`src/sv/sva_pkg.sv`:
```
// Shared types, codes and sizes for the voice allocator.
package sva_pkg;

  localparam int VOICES = 8;
  localparam int IDX_W  = $clog2(VOICES);
  localparam int CNT_W  = IDX_W + 1;
  localparam int STAMP_W = 32;

  localparam logic [IDX_W-1:0] NOISE_CH = IDX_W'(7);

  // request opcodes
  localparam logic [1:0] OP_NOTE_ON  = 2'd0;
  localparam logic [1:0] OP_NOTE_OFF = 2'd1;
  localparam logic [1:0] OP_REL_ALL  = 2'd2;

  // result status codes
  localparam logic [2:0] STS_FREE      = 3'd0;
  localparam logic [2:0] STS_RETRIG    = 3'd1;
  localparam logic [2:0] STS_STOLEN    = 3'd2;
  localparam logic [2:0] STS_RELEASED  = 3'd3;
  localparam logic [2:0] STS_NOT_FOUND = 3'd4;
  localparam logic [2:0] STS_ALL_REL   = 3'd5;

  // steal policies
  localparam logic [1:0] POL_OLDEST   = 2'd0;
  localparam logic [1:0] POL_QUIETEST = 2'd1;
  localparam logic [1:0] POL_LOW_NOTE = 2'd2;

  typedef struct packed {
    logic [6:0]         note;
    logic [6:0]         velocity;
    logic [STAMP_W-1:0] stamp;
  } voice_entry_t;

  typedef struct packed {
    logic               rd_en;
    logic [IDX_W-1:0]   rd_addr;
    logic               wr_en;
    logic [IDX_W-1:0]   wr_addr;
    voice_entry_t       wr_data;
  } tbl_req_t;

  typedef struct packed {
    logic             done;
    logic             hit_found;
    logic [IDX_W-1:0] hit_idx;
    logic [IDX_W-1:0] best_idx;
  } scan_res_t;

  typedef struct packed {
    logic [2:0] channel;
    logic [2:0] status;
  } res_t;

endpackage

```
`src/sv/sva_scan.sv`:
```
// Voice table memory and the per-entry match and victim tracking of a scan.
module sva_scan import sva_pkg::*; (
  input  logic                clk,
  input  logic                rst_n,
  input  tbl_req_t            tbl_req,
  input  logic                start,
  input  logic [6:0]          match_note,
  input  logic [1:0]          steal_policy,
  input  logic [VOICES-1:0]   active,
  output scan_res_t           scan_res
);

  voice_entry_t mem [VOICES];

  voice_entry_t       rdata_r;
  logic               rd_vld_r;
  logic [IDX_W-1:0]   rd_idx_r;
  logic               hit_found_r;
  logic [IDX_W-1:0]   hit_idx_r;
  logic [IDX_W-1:0]   best_idx_r;
  logic [STAMP_W-1:0] best_key_r;

  logic [STAMP_W-1:0] key;
  logic               better;
  logic               is_hit;

  // writes only happen after a scan has finished, so no read ever sees a write in flight
  always_ff @(posedge clk) begin
    if (tbl_req.wr_en) begin
      mem[tbl_req.wr_addr] <= tbl_req.wr_data;
    end
    if (tbl_req.rd_en) begin
      rdata_r <= mem[tbl_req.rd_addr];
    end
  end

  always_comb begin
    case (steal_policy)
      POL_OLDEST:   key = rdata_r.stamp;
      POL_QUIETEST: key = STAMP_W'(rdata_r.velocity);
      POL_LOW_NOTE: key = STAMP_W'(rdata_r.note);
      default:      key = '0;
    endcase
    // strict compare keeps the lowest index on ties
    better = (rd_idx_r == '0) || (key < best_key_r);
    is_hit = !hit_found_r && active[rd_idx_r] && (rdata_r.note == match_note);
  end

  always_ff @(posedge clk) begin
    if (!rst_n) begin
      rd_vld_r    <= 1'b0;
      hit_found_r <= 1'b0;
    end else begin
      rd_vld_r <= tbl_req.rd_en;
      if (start) begin
        hit_found_r <= 1'b0;
      end else if (rd_vld_r && is_hit) begin
        hit_found_r <= 1'b1;
      end
    end
  end

  always_ff @(posedge clk) begin
    rd_idx_r <= tbl_req.rd_addr;
    if (rd_vld_r) begin
      if (is_hit) begin
        hit_idx_r <= rd_idx_r;
      end
      if (better) begin
        best_idx_r <= rd_idx_r;
        best_key_r <= key;
      end
    end
  end

  assign scan_res.done      = rd_vld_r && (rd_idx_r == IDX_W'(VOICES - 1));
  assign scan_res.hit_found = hit_found_r;
  assign scan_res.hit_idx   = hit_idx_r;
  assign scan_res.best_idx  = best_idx_r;

endmodule

```
`src/sv/sva_ctrl.sv`:
```
// Request sequencer: table scan, allocation decision, write-back and active flags.
module sva_ctrl import sva_pkg::*; (
  input  logic              clk,
  input  logic              rst_n,
  input  logic              in_valid,
  output logic              in_ready,
  input  logic [1:0]        in_op,
  input  logic [6:0]        in_note,
  input  logic [6:0]        in_velocity,
  input  logic              in_needs_noise,
  input  logic [1:0]        steal_policy,
  output logic              res_valid,
  input  logic              res_ready,
  output res_t              res
);

  typedef enum logic [1:0] {ST_IDLE, ST_SCAN, ST_DONE} state_t;

  state_t             state_r, state_nxt;
  logic [1:0]         op_r;
  logic [6:0]         note_r;
  logic [6:0]         vel_r;
  logic               noise_r;
  logic [VOICES-1:0]  active_r;
  logic [STAMP_W-1:0] stamp_r;
  logic [CNT_W-1:0]   scan_cnt_r;

  tbl_req_t           tbl_req;
  scan_res_t          scan_res;
  logic               accept;
  logic               fire;
  logic [STAMP_W-1:0] stamp_inc;
  logic               free_found;
  logic [IDX_W-1:0]   free_idx;
  logic [IDX_W-1:0]   tgt_idx;
  logic [2:0]         status;
  logic               do_wr;
  logic               do_set;
  logic               do_clr;
  logic               do_clr_all;

  sva_scan u_scan (
    .clk          (clk),
    .rst_n        (rst_n),
    .tbl_req      (tbl_req),
    .start        (accept),
    .match_note   (note_r),
    .steal_policy (steal_policy),
    .active       (active_r),
    .scan_res     (scan_res)
  );

  assign in_ready  = (state_r == ST_IDLE);
  assign accept    = in_valid && in_ready;
  assign res_valid = (state_r == ST_DONE);
  assign fire      = res_valid && res_ready;
  assign stamp_inc = stamp_r + STAMP_W'(1);

  // highest-numbered free voice
  always_comb begin
    free_found = 1'b0;
    free_idx   = '0;
    for (int i = 0; i < VOICES; i++) begin
      if (!active_r[i]) begin
        free_found = 1'b1;
        free_idx   = IDX_W'(i);
      end
    end
  end

  always_comb begin
    tgt_idx    = '0;
    status     = STS_NOT_FOUND;
    do_wr      = 1'b0;
    do_set     = 1'b0;
    do_clr     = 1'b0;
    do_clr_all = 1'b0;
    case (op_r)
      OP_NOTE_ON: begin
        do_wr  = 1'b1;
        do_set = 1'b1;
        if (scan_res.hit_found) begin
          tgt_idx = scan_res.hit_idx;
          status  = STS_RETRIG;
        end else if (noise_r) begin
          tgt_idx = NOISE_CH;
          status  = active_r[NOISE_CH] ? STS_STOLEN : STS_FREE;
        end else if (free_found) begin
          tgt_idx = free_idx;
          status  = STS_FREE;
        end else begin
          tgt_idx = scan_res.best_idx;
          status  = STS_STOLEN;
        end
      end
      OP_NOTE_OFF: begin
        if (scan_res.hit_found) begin
          tgt_idx = scan_res.hit_idx;
          status  = STS_RELEASED;
          do_clr  = 1'b1;
        end
      end
      OP_REL_ALL: begin
        status     = STS_ALL_REL;
        do_clr_all = 1'b1;
      end
      default: begin
      end
    endcase
  end

  assign res.channel = tgt_idx[2:0];
  assign res.status  = status;

  always_comb begin
    tbl_req.rd_en            = (state_r == ST_SCAN) && (scan_cnt_r < CNT_W'(VOICES));
    tbl_req.rd_addr          = scan_cnt_r[IDX_W-1:0];
    tbl_req.wr_en            = fire && do_wr;
    tbl_req.wr_addr          = tgt_idx;
    tbl_req.wr_data.note     = note_r;
    tbl_req.wr_data.velocity = vel_r;
    tbl_req.wr_data.stamp    = stamp_inc;
  end

  always_comb begin
    state_nxt = state_r;
    case (state_r)
      ST_IDLE: begin
        if (accept) begin
          state_nxt = ((in_op == OP_NOTE_ON) || (in_op == OP_NOTE_OFF)) ? ST_SCAN : ST_DONE;
        end
      end
      ST_SCAN: begin
        if (scan_res.done) begin
          state_nxt = ST_DONE;
        end
      end
      ST_DONE: begin
        if (fire) begin
          state_nxt = ST_IDLE;
        end
      end
      default: state_nxt = ST_IDLE;
    endcase
  end

  always_ff @(posedge clk) begin
    if (!rst_n) begin
      state_r    <= ST_IDLE;
      active_r   <= '0;
      stamp_r    <= '0;
      scan_cnt_r <= '0;
    end else begin
      state_r <= state_nxt;
      if (accept) begin
        scan_cnt_r <= '0;
      end else if (tbl_req.rd_en) begin
        scan_cnt_r <= scan_cnt_r + CNT_W'(1);
      end
      if (fire) begin
        if (do_clr_all) begin
          active_r <= '0;
        end else if (do_set) begin
          active_r[tgt_idx] <= 1'b1;
        end else if (do_clr) begin
          active_r[tgt_idx] <= 1'b0;
        end
        if (op_r == OP_NOTE_ON) begin
          stamp_r <= stamp_inc;
        end
      end
    end
  end

  // hold the request fields for the whole operation
  always_ff @(posedge clk) begin
    if (accept) begin
      op_r    <= in_op;
      note_r  <= in_note;
      vel_r   <= in_velocity;
      noise_r <= in_needs_noise;
    end
  end

  a_note_on_marks_active: assert property (@(posedge clk) disable iff (!rst_n)
    (fire && (op_r == OP_NOTE_ON)) |=>
      (active_r[$past(tgt_idx)] && (stamp_r == $past(stamp_inc))))
    else $error("note on did not activate its voice or advance the stamp");

  a_release_all_clears: assert property (@(posedge clk) disable iff (!rst_n)
    (fire && (op_r == OP_REL_ALL)) |=> (active_r == '0))
    else $error("release all left a voice active");

  a_write_ends_request: assert property (@(posedge clk) disable iff (!rst_n)
    tbl_req.wr_en |=> ((state_r == ST_IDLE) && !tbl_req.rd_en))
    else $error("table write overlapped a scan");

  a_stamp_only_on_note_on: assert property (@(posedge clk) disable iff (!rst_n)
    !(fire && (op_r == OP_NOTE_ON)) |=> $stable(stamp_r))
    else $error("stamp counter moved without a note on");

endmodule

```
`src/sv/synth_voice_allocator_top.sv`:
```
// Top level of the voice allocator: policy register, sequencer and result register.
//
//  Channel  Ports                                  Handshake
//  -------  -------------------------------------  -----------------
//  in       in_op in_note in_velocity in_needs_noise in_valid/in_ready
//  out      out_channel out_status                 out_valid/out_ready
//  cfg      cfg_wr_data (steal policy)             cfg_wr_en, no wait
//
// Note on and note off read the voice table memory one entry a cycle, then
// note on writes the chosen entry once; release all and unused opcodes skip
// the table scan.
// rst_n is synchronous: all voices go inactive, stamp and policy clear.
// A new request is accepted while a result waits in the output register;
// a stalled output holds the next result in the sequencer.
module synth_voice_allocator_top import sva_pkg::*; (
  input  logic       clk,
  input  logic       rst_n,
  input  logic       in_valid,
  output logic       in_ready,
  input  logic [1:0] in_op,
  input  logic [6:0] in_note,
  input  logic [6:0] in_velocity,
  input  logic       in_needs_noise,
  output logic       out_valid,
  input  logic       out_ready,
  output logic [2:0] out_channel,
  output logic [2:0] out_status,
  input  logic       cfg_wr_en,
  input  logic [1:0] cfg_wr_data
);

  logic [1:0] policy_r;
  logic       out_valid_r;
  res_t       out_res_r;
  logic       res_valid;
  logic       res_ready;
  res_t       res;

  sva_ctrl u_ctrl (
    .clk            (clk),
    .rst_n          (rst_n),
    .in_valid       (in_valid),
    .in_ready       (in_ready),
    .in_op          (in_op),
    .in_note        (in_note),
    .in_velocity    (in_velocity),
    .in_needs_noise (in_needs_noise),
    .steal_policy   (policy_r),
    .res_valid      (res_valid),
    .res_ready      (res_ready),
    .res            (res)
  );

  assign res_ready = !out_valid_r || out_ready;

  always_ff @(posedge clk) begin
    if (!rst_n) begin
      policy_r    <= POL_OLDEST;
      out_valid_r <= 1'b0;
    end else begin
      if (cfg_wr_en) begin
        policy_r <= cfg_wr_data;
      end
      if (res_ready) begin
        out_valid_r <= res_valid;
      end
    end
  end

  always_ff @(posedge clk) begin
    if (res_ready && res_valid) begin
      out_res_r <= res;
    end
  end

  assign out_valid   = out_valid_r;
  assign out_channel = out_res_r.channel;
  assign out_status  = out_res_r.status;

endmodule
```
`config.mk`:
```
export PLATFORM = sky130hd
export DESIGN_NAME = synth_voice_allocator_top
export DESIGN_NICKNAME = d
export VERILOG_FILES = /design/src/sv/sva_pkg.sv /design/src/sv/sva_scan.sv /design/src/sv/sva_ctrl.sv /design/src/sv/synth_voice_allocator_top.sv
export SDC_FILE = /design/constraint.sdc
export NUM_CORES = 1
export LEC_CHECK = 0
export BUFFER_PORTS_ARGS = -buffer_cell sky130_fd_sc_hd__buf_2
export CAP_MARGIN = 20
export CORE_MARGIN = 3
export CORE_UTILIZATION = 40
export DETAILED_ROUTE_END_ITERATION = 6
export HOLD_SLACK_MARGIN = 0.02
export PLACE_DENSITY_LB_ADDON = 0.15
export SLEW_MARGIN = 10
export SYNTH_ARGS = -nofsm -noshare
export SYNTH_HDL_FRONTEND = slang
export SYNTH_SLANG_ARGS = --single-unit
```
`constraint.sdc`:
```
create_clock -name clk -period 6.5 [get_ports clk]
set_input_delay 0.975 -clock clk [delete_from_list [all_inputs] [get_ports clk]]
set_output_delay 0.975 -clock clk [all_outputs]
set_load 0.03 [all_outputs]
```
==> flow_summary.ini <==
[pwr]
total_leakage_power_nw = 7.47
ir_drop_v = 0.000187
power.density_nw_per_um2 = 293

[layout]
area_growth_syn_to_layout_pct = 13.2
layout.cells.most_common_list = sky130_fd_sc_hd__edfxtp_1, sky130_fd_sc_hd__mux4_2, sky130_fd_sc_hd__clkbuf_16
layout-drive-gt1-share_pct = 22.3
fill_cell_total_of_the_finished_layout = 4406
final_common_cell = sky130_fd_sc_hd__edfxtp_1
antenna_cells_inserted = 0
fin_nets = 1325

[floorplan]
die_area_sq_um = 56100
floorplan.initialDensity_pct = 41.0
placement_rows = 83
floorplan.core_area_sq_um = 52000
floorplan.die.height_microns = 237
pin_count = 32
die-width_microns = 237

[timing]
maxSlewViolCount = 0
timing.fmax_ghz = 0.263
worst_clock_skew_ns = 0.0182
worst_slack_ns = 2.69
timing.final.hold_violations = 0
slew_headroom_pct = 32.0
fin_crit_sh_pct = 58.6
final-setup-viol-count = 0
worstMarginPinSlew_ns = 1.02
timing.hold.ws_ns = 0.485
layout_min_cycle_time_ns = 3.81
final.setup.tns_ns = 0
rsz_0062_raised_after_global_routing = no

[drt]
drt_first_pass_iters = 5
drt-initial-drc-count = 940
wirelength_microns = 45200
m1WireLength_microns = 21300
routed-via-count = 10700
drc = 0
wl_met2_microns = 21100
routed_wire_length_per_instance_microns = 22.7
top_layer = met4
wl_met3_microns = 2030
antenna_left = 0
vias_per_cell = 5.37

[synthesis]
synth_largest_type_area_fraction_pct = 66.9
synthesis.area_sq_um = 21300
yosys_register_bits = 529
post_synthesis_net_count = 1264
synth_area_leaders = sky130_fd_sc_hd__edfxtp_1, sky130_fd_sc_hd__mux4_2, sky130_fd_sc_hd__dfxtp_1, sky130_fd_sc_hd__mux2_2, sky130_fd_sc_hd__ha_1
synthesis.area_per_instance_sq_um = 17.7
synthDominantAreaCellType = sky130_fd_sc_hd__edfxtp_1
async_reset_ff_share_pct = 0
ys_dominant_reg_cell = sky130_fd_sc_hd__edfxtp_1
mapped_cells = 1207
yosys_warnings = 0
synth_sequential_area_ratio_pct = 72.0
synth_edf_count = 475
yosysUniqueCellTypes = 61

[clock_tree]
cts.repair.resized = 0
post_cts_hold_buffer_count = 0
post-cts-setup-buffer-count = 0
cts_tree = done
cts.sink_count = 529
clk_pin_slew_worst_paths_ns = 0.06
cts_made_buffers = 54
clock-root-buffer = sky130_fd_sc_hd__clkbuf_16
clk_latency_ns = 0.60
cts_max_path_buffers = 3
deepest_level_of_the_cts_h_tree = 2

[grt]
globalRouteOverflowTotal = 0
first_pass_grt_wire_length_microns = 69500
grt_use_total_pct = 16.3
first_global_vias = 11100
grt_antenna_before_repair = 0
grt_start_max_net_pins = 53

[place]
port_buffers = 31
pre_cts_slack_ns = 2.63
gpl_wtd_cong = 0.817
hpwlAfterDp_microns = 25300

[worst_setup_path]
worstSetupStartpointType = flop
crit_path_end_kind = flop
worst-setup-path-type = reg2reg
cp.required_ns = 6.73
critPathMaxFanout = 24
reg2reg_setup_slack_ns = 2.69
arrival_ns = 4.04

[flow_run]
timing.max_cap.violations = 0

[run_status]
outcome = finished, final reports clean

[min_path]
min-delay-path-class = reg2reg
==> cells in the mapped netlist (20+ instances only) <==
| library cell | n |
|---|---|
| sky130_fd_sc_hd__xor2_1 | 24 |
| sky130_fd_sc_hd__mux2_2 | 46 |
| sky130_fd_sc_hd__nor2_1 | 55 |
| sky130_fd_sc_hd__inv_1 | 44 |
| sky130_fd_sc_hd__edfxtp_1 | 475 |
| sky130_fd_sc_hd__xnor2_1 | 32 |
| sky130_fd_sc_hd__a21oi_1 | 34 |
| sky130_fd_sc_hd__nand4_1 | 20 |
| sky130_fd_sc_hd__ha_1 | 33 |
| sky130_fd_sc_hd__clkbuf_1 | 30 |
| sky130_fd_sc_hd__nand3_1 | 21 |
| sky130_fd_sc_hd__nand2_1 | 53 |
| sky130_fd_sc_hd__dfxtp_1 | 54 |
| sky130_fd_sc_hd__and2_1 | 29 |
| sky130_fd_sc_hd__mux4_2 | 93 |
| sky130_fd_sc_hd__o21ai_0 | 24 |
==> state kept, by name, summed over array words and instances (netlist names) <==
name                       cells
out_status                     3
u_ctrl.state_r                 2
u_ctrl.u_scan.rdata_r         46
u_ctrl.scan_cnt_r              4
u_ctrl.u_scan.mem            368
u_ctrl.stamp_r                32
u_ctrl.op_r                    2
u_ctrl.u_scan.best_idx_r       3
out_channel                    3
u_ctrl.vel_r                   7
u_ctrl.u_scan.hit_found_r      1
u_ctrl.u_scan.rd_idx_r         3
u_ctrl.u_scan.hit_idx_r        3
u_ctrl.noise_r                 1
u_ctrl.note_r                  7
u_ctrl.active_r                8
u_ctrl.u_scan.rd_vld_r         1
u_ctrl.u_scan.best_key_r      32
out_valid                      1
policy_r                       2
==> cell families (layout without fill, tap and decap cells) <==
kind of cell    after synthesis  after routing  synth area share, %
compound gates               94             94                 2.95
xor+xnor                     56             56                 2.30
fa+ha+maj                    33             33                 1.94
buf+inv                      94            198                 1.76
flops                       529            529                 72.0
mux                         151            151                 12.9
simple gates                250            250                 6.13
==> critical path, stage by stage (launching register included) <==
cell	delay (ns)
sky130_fd_sc_hd__dfxtp_1	0.55
sky130_fd_sc_hd__inv_1	0.14
sky130_fd_sc_hd__and3_4	0.18
sky130_fd_sc_hd__a32oi_4	0.42
sky130_fd_sc_hd__inv_4	0.12
sky130_fd_sc_hd__or4_1	0.65
sky130_fd_sc_hd__nor2_4	0.81
sky130_fd_sc_hd__buf_4	0.56
==> power by group <==
| part | leakage [nW] | internal, mW | switching, mW |
|---|---|---|---|
| sequential | 4.53 | 3.72 | 0.0389 |
| clock | 0.846 | 1.79 | 1.28 |
| combinational | 2.09 | 0.0940 | 0.133 |
| total | 7.47 | 5.61 | 1.45 |
==> layout make-up <==
cell class              instances  area, sq um  area share, %
clock buffers                  71         1440           5.95
clock inverters                28          314           1.30
inverters                      48          183          0.757
multi-input cells             584         5660           23.5
flip-flops and latches        529        15400           63.6
well taps                     680          851           3.53
repair buffers                 51          325           1.35
==> worst paths after layout <==
kind	from	end	cells past startpoint
worst min register to register	u_ctrl.stamp_r[1]	u_ctrl.stamp_r[1]	2
worst max-delay path	u_ctrl.u_scan.hit_found_r	u_ctrl.u_scan.mem[0][22]	7
worst max register to register	u_ctrl.u_scan.hit_found_r	u_ctrl.u_scan.mem[0][22]	7
worst min-delay path	u_ctrl.stamp_r[1]	u_ctrl.stamp_r[1]	2
==> per-layer routing <==
metal  vias to the layer above  global-route usage (%)
met3                        59                    2.73
met2                       227                    25.5
li1                       4869                       -
met5                         -                       0
met1                      5540                    24.0
met4                         0                    3.99
==> through the flow <==
step | utilization [%] | instances | power (mW) | area, sq um
6_report | 46.4 | 1991 | 7.06 | 24100
5_1_grt | 46.4 | 1991 | 7.31 | 24100
4_1_cts | 46.4 | 1991 | 7.15 | 24100
3_5_place_dp | 43.0 | 1892 | 4.07 | 22400
3_3_place_gp | 43.0 | 1891 | 4.06 | 22300
2_1_floorplan | - | 1207 | 3.98 | 21300
(Power assumes the default switching activity.)
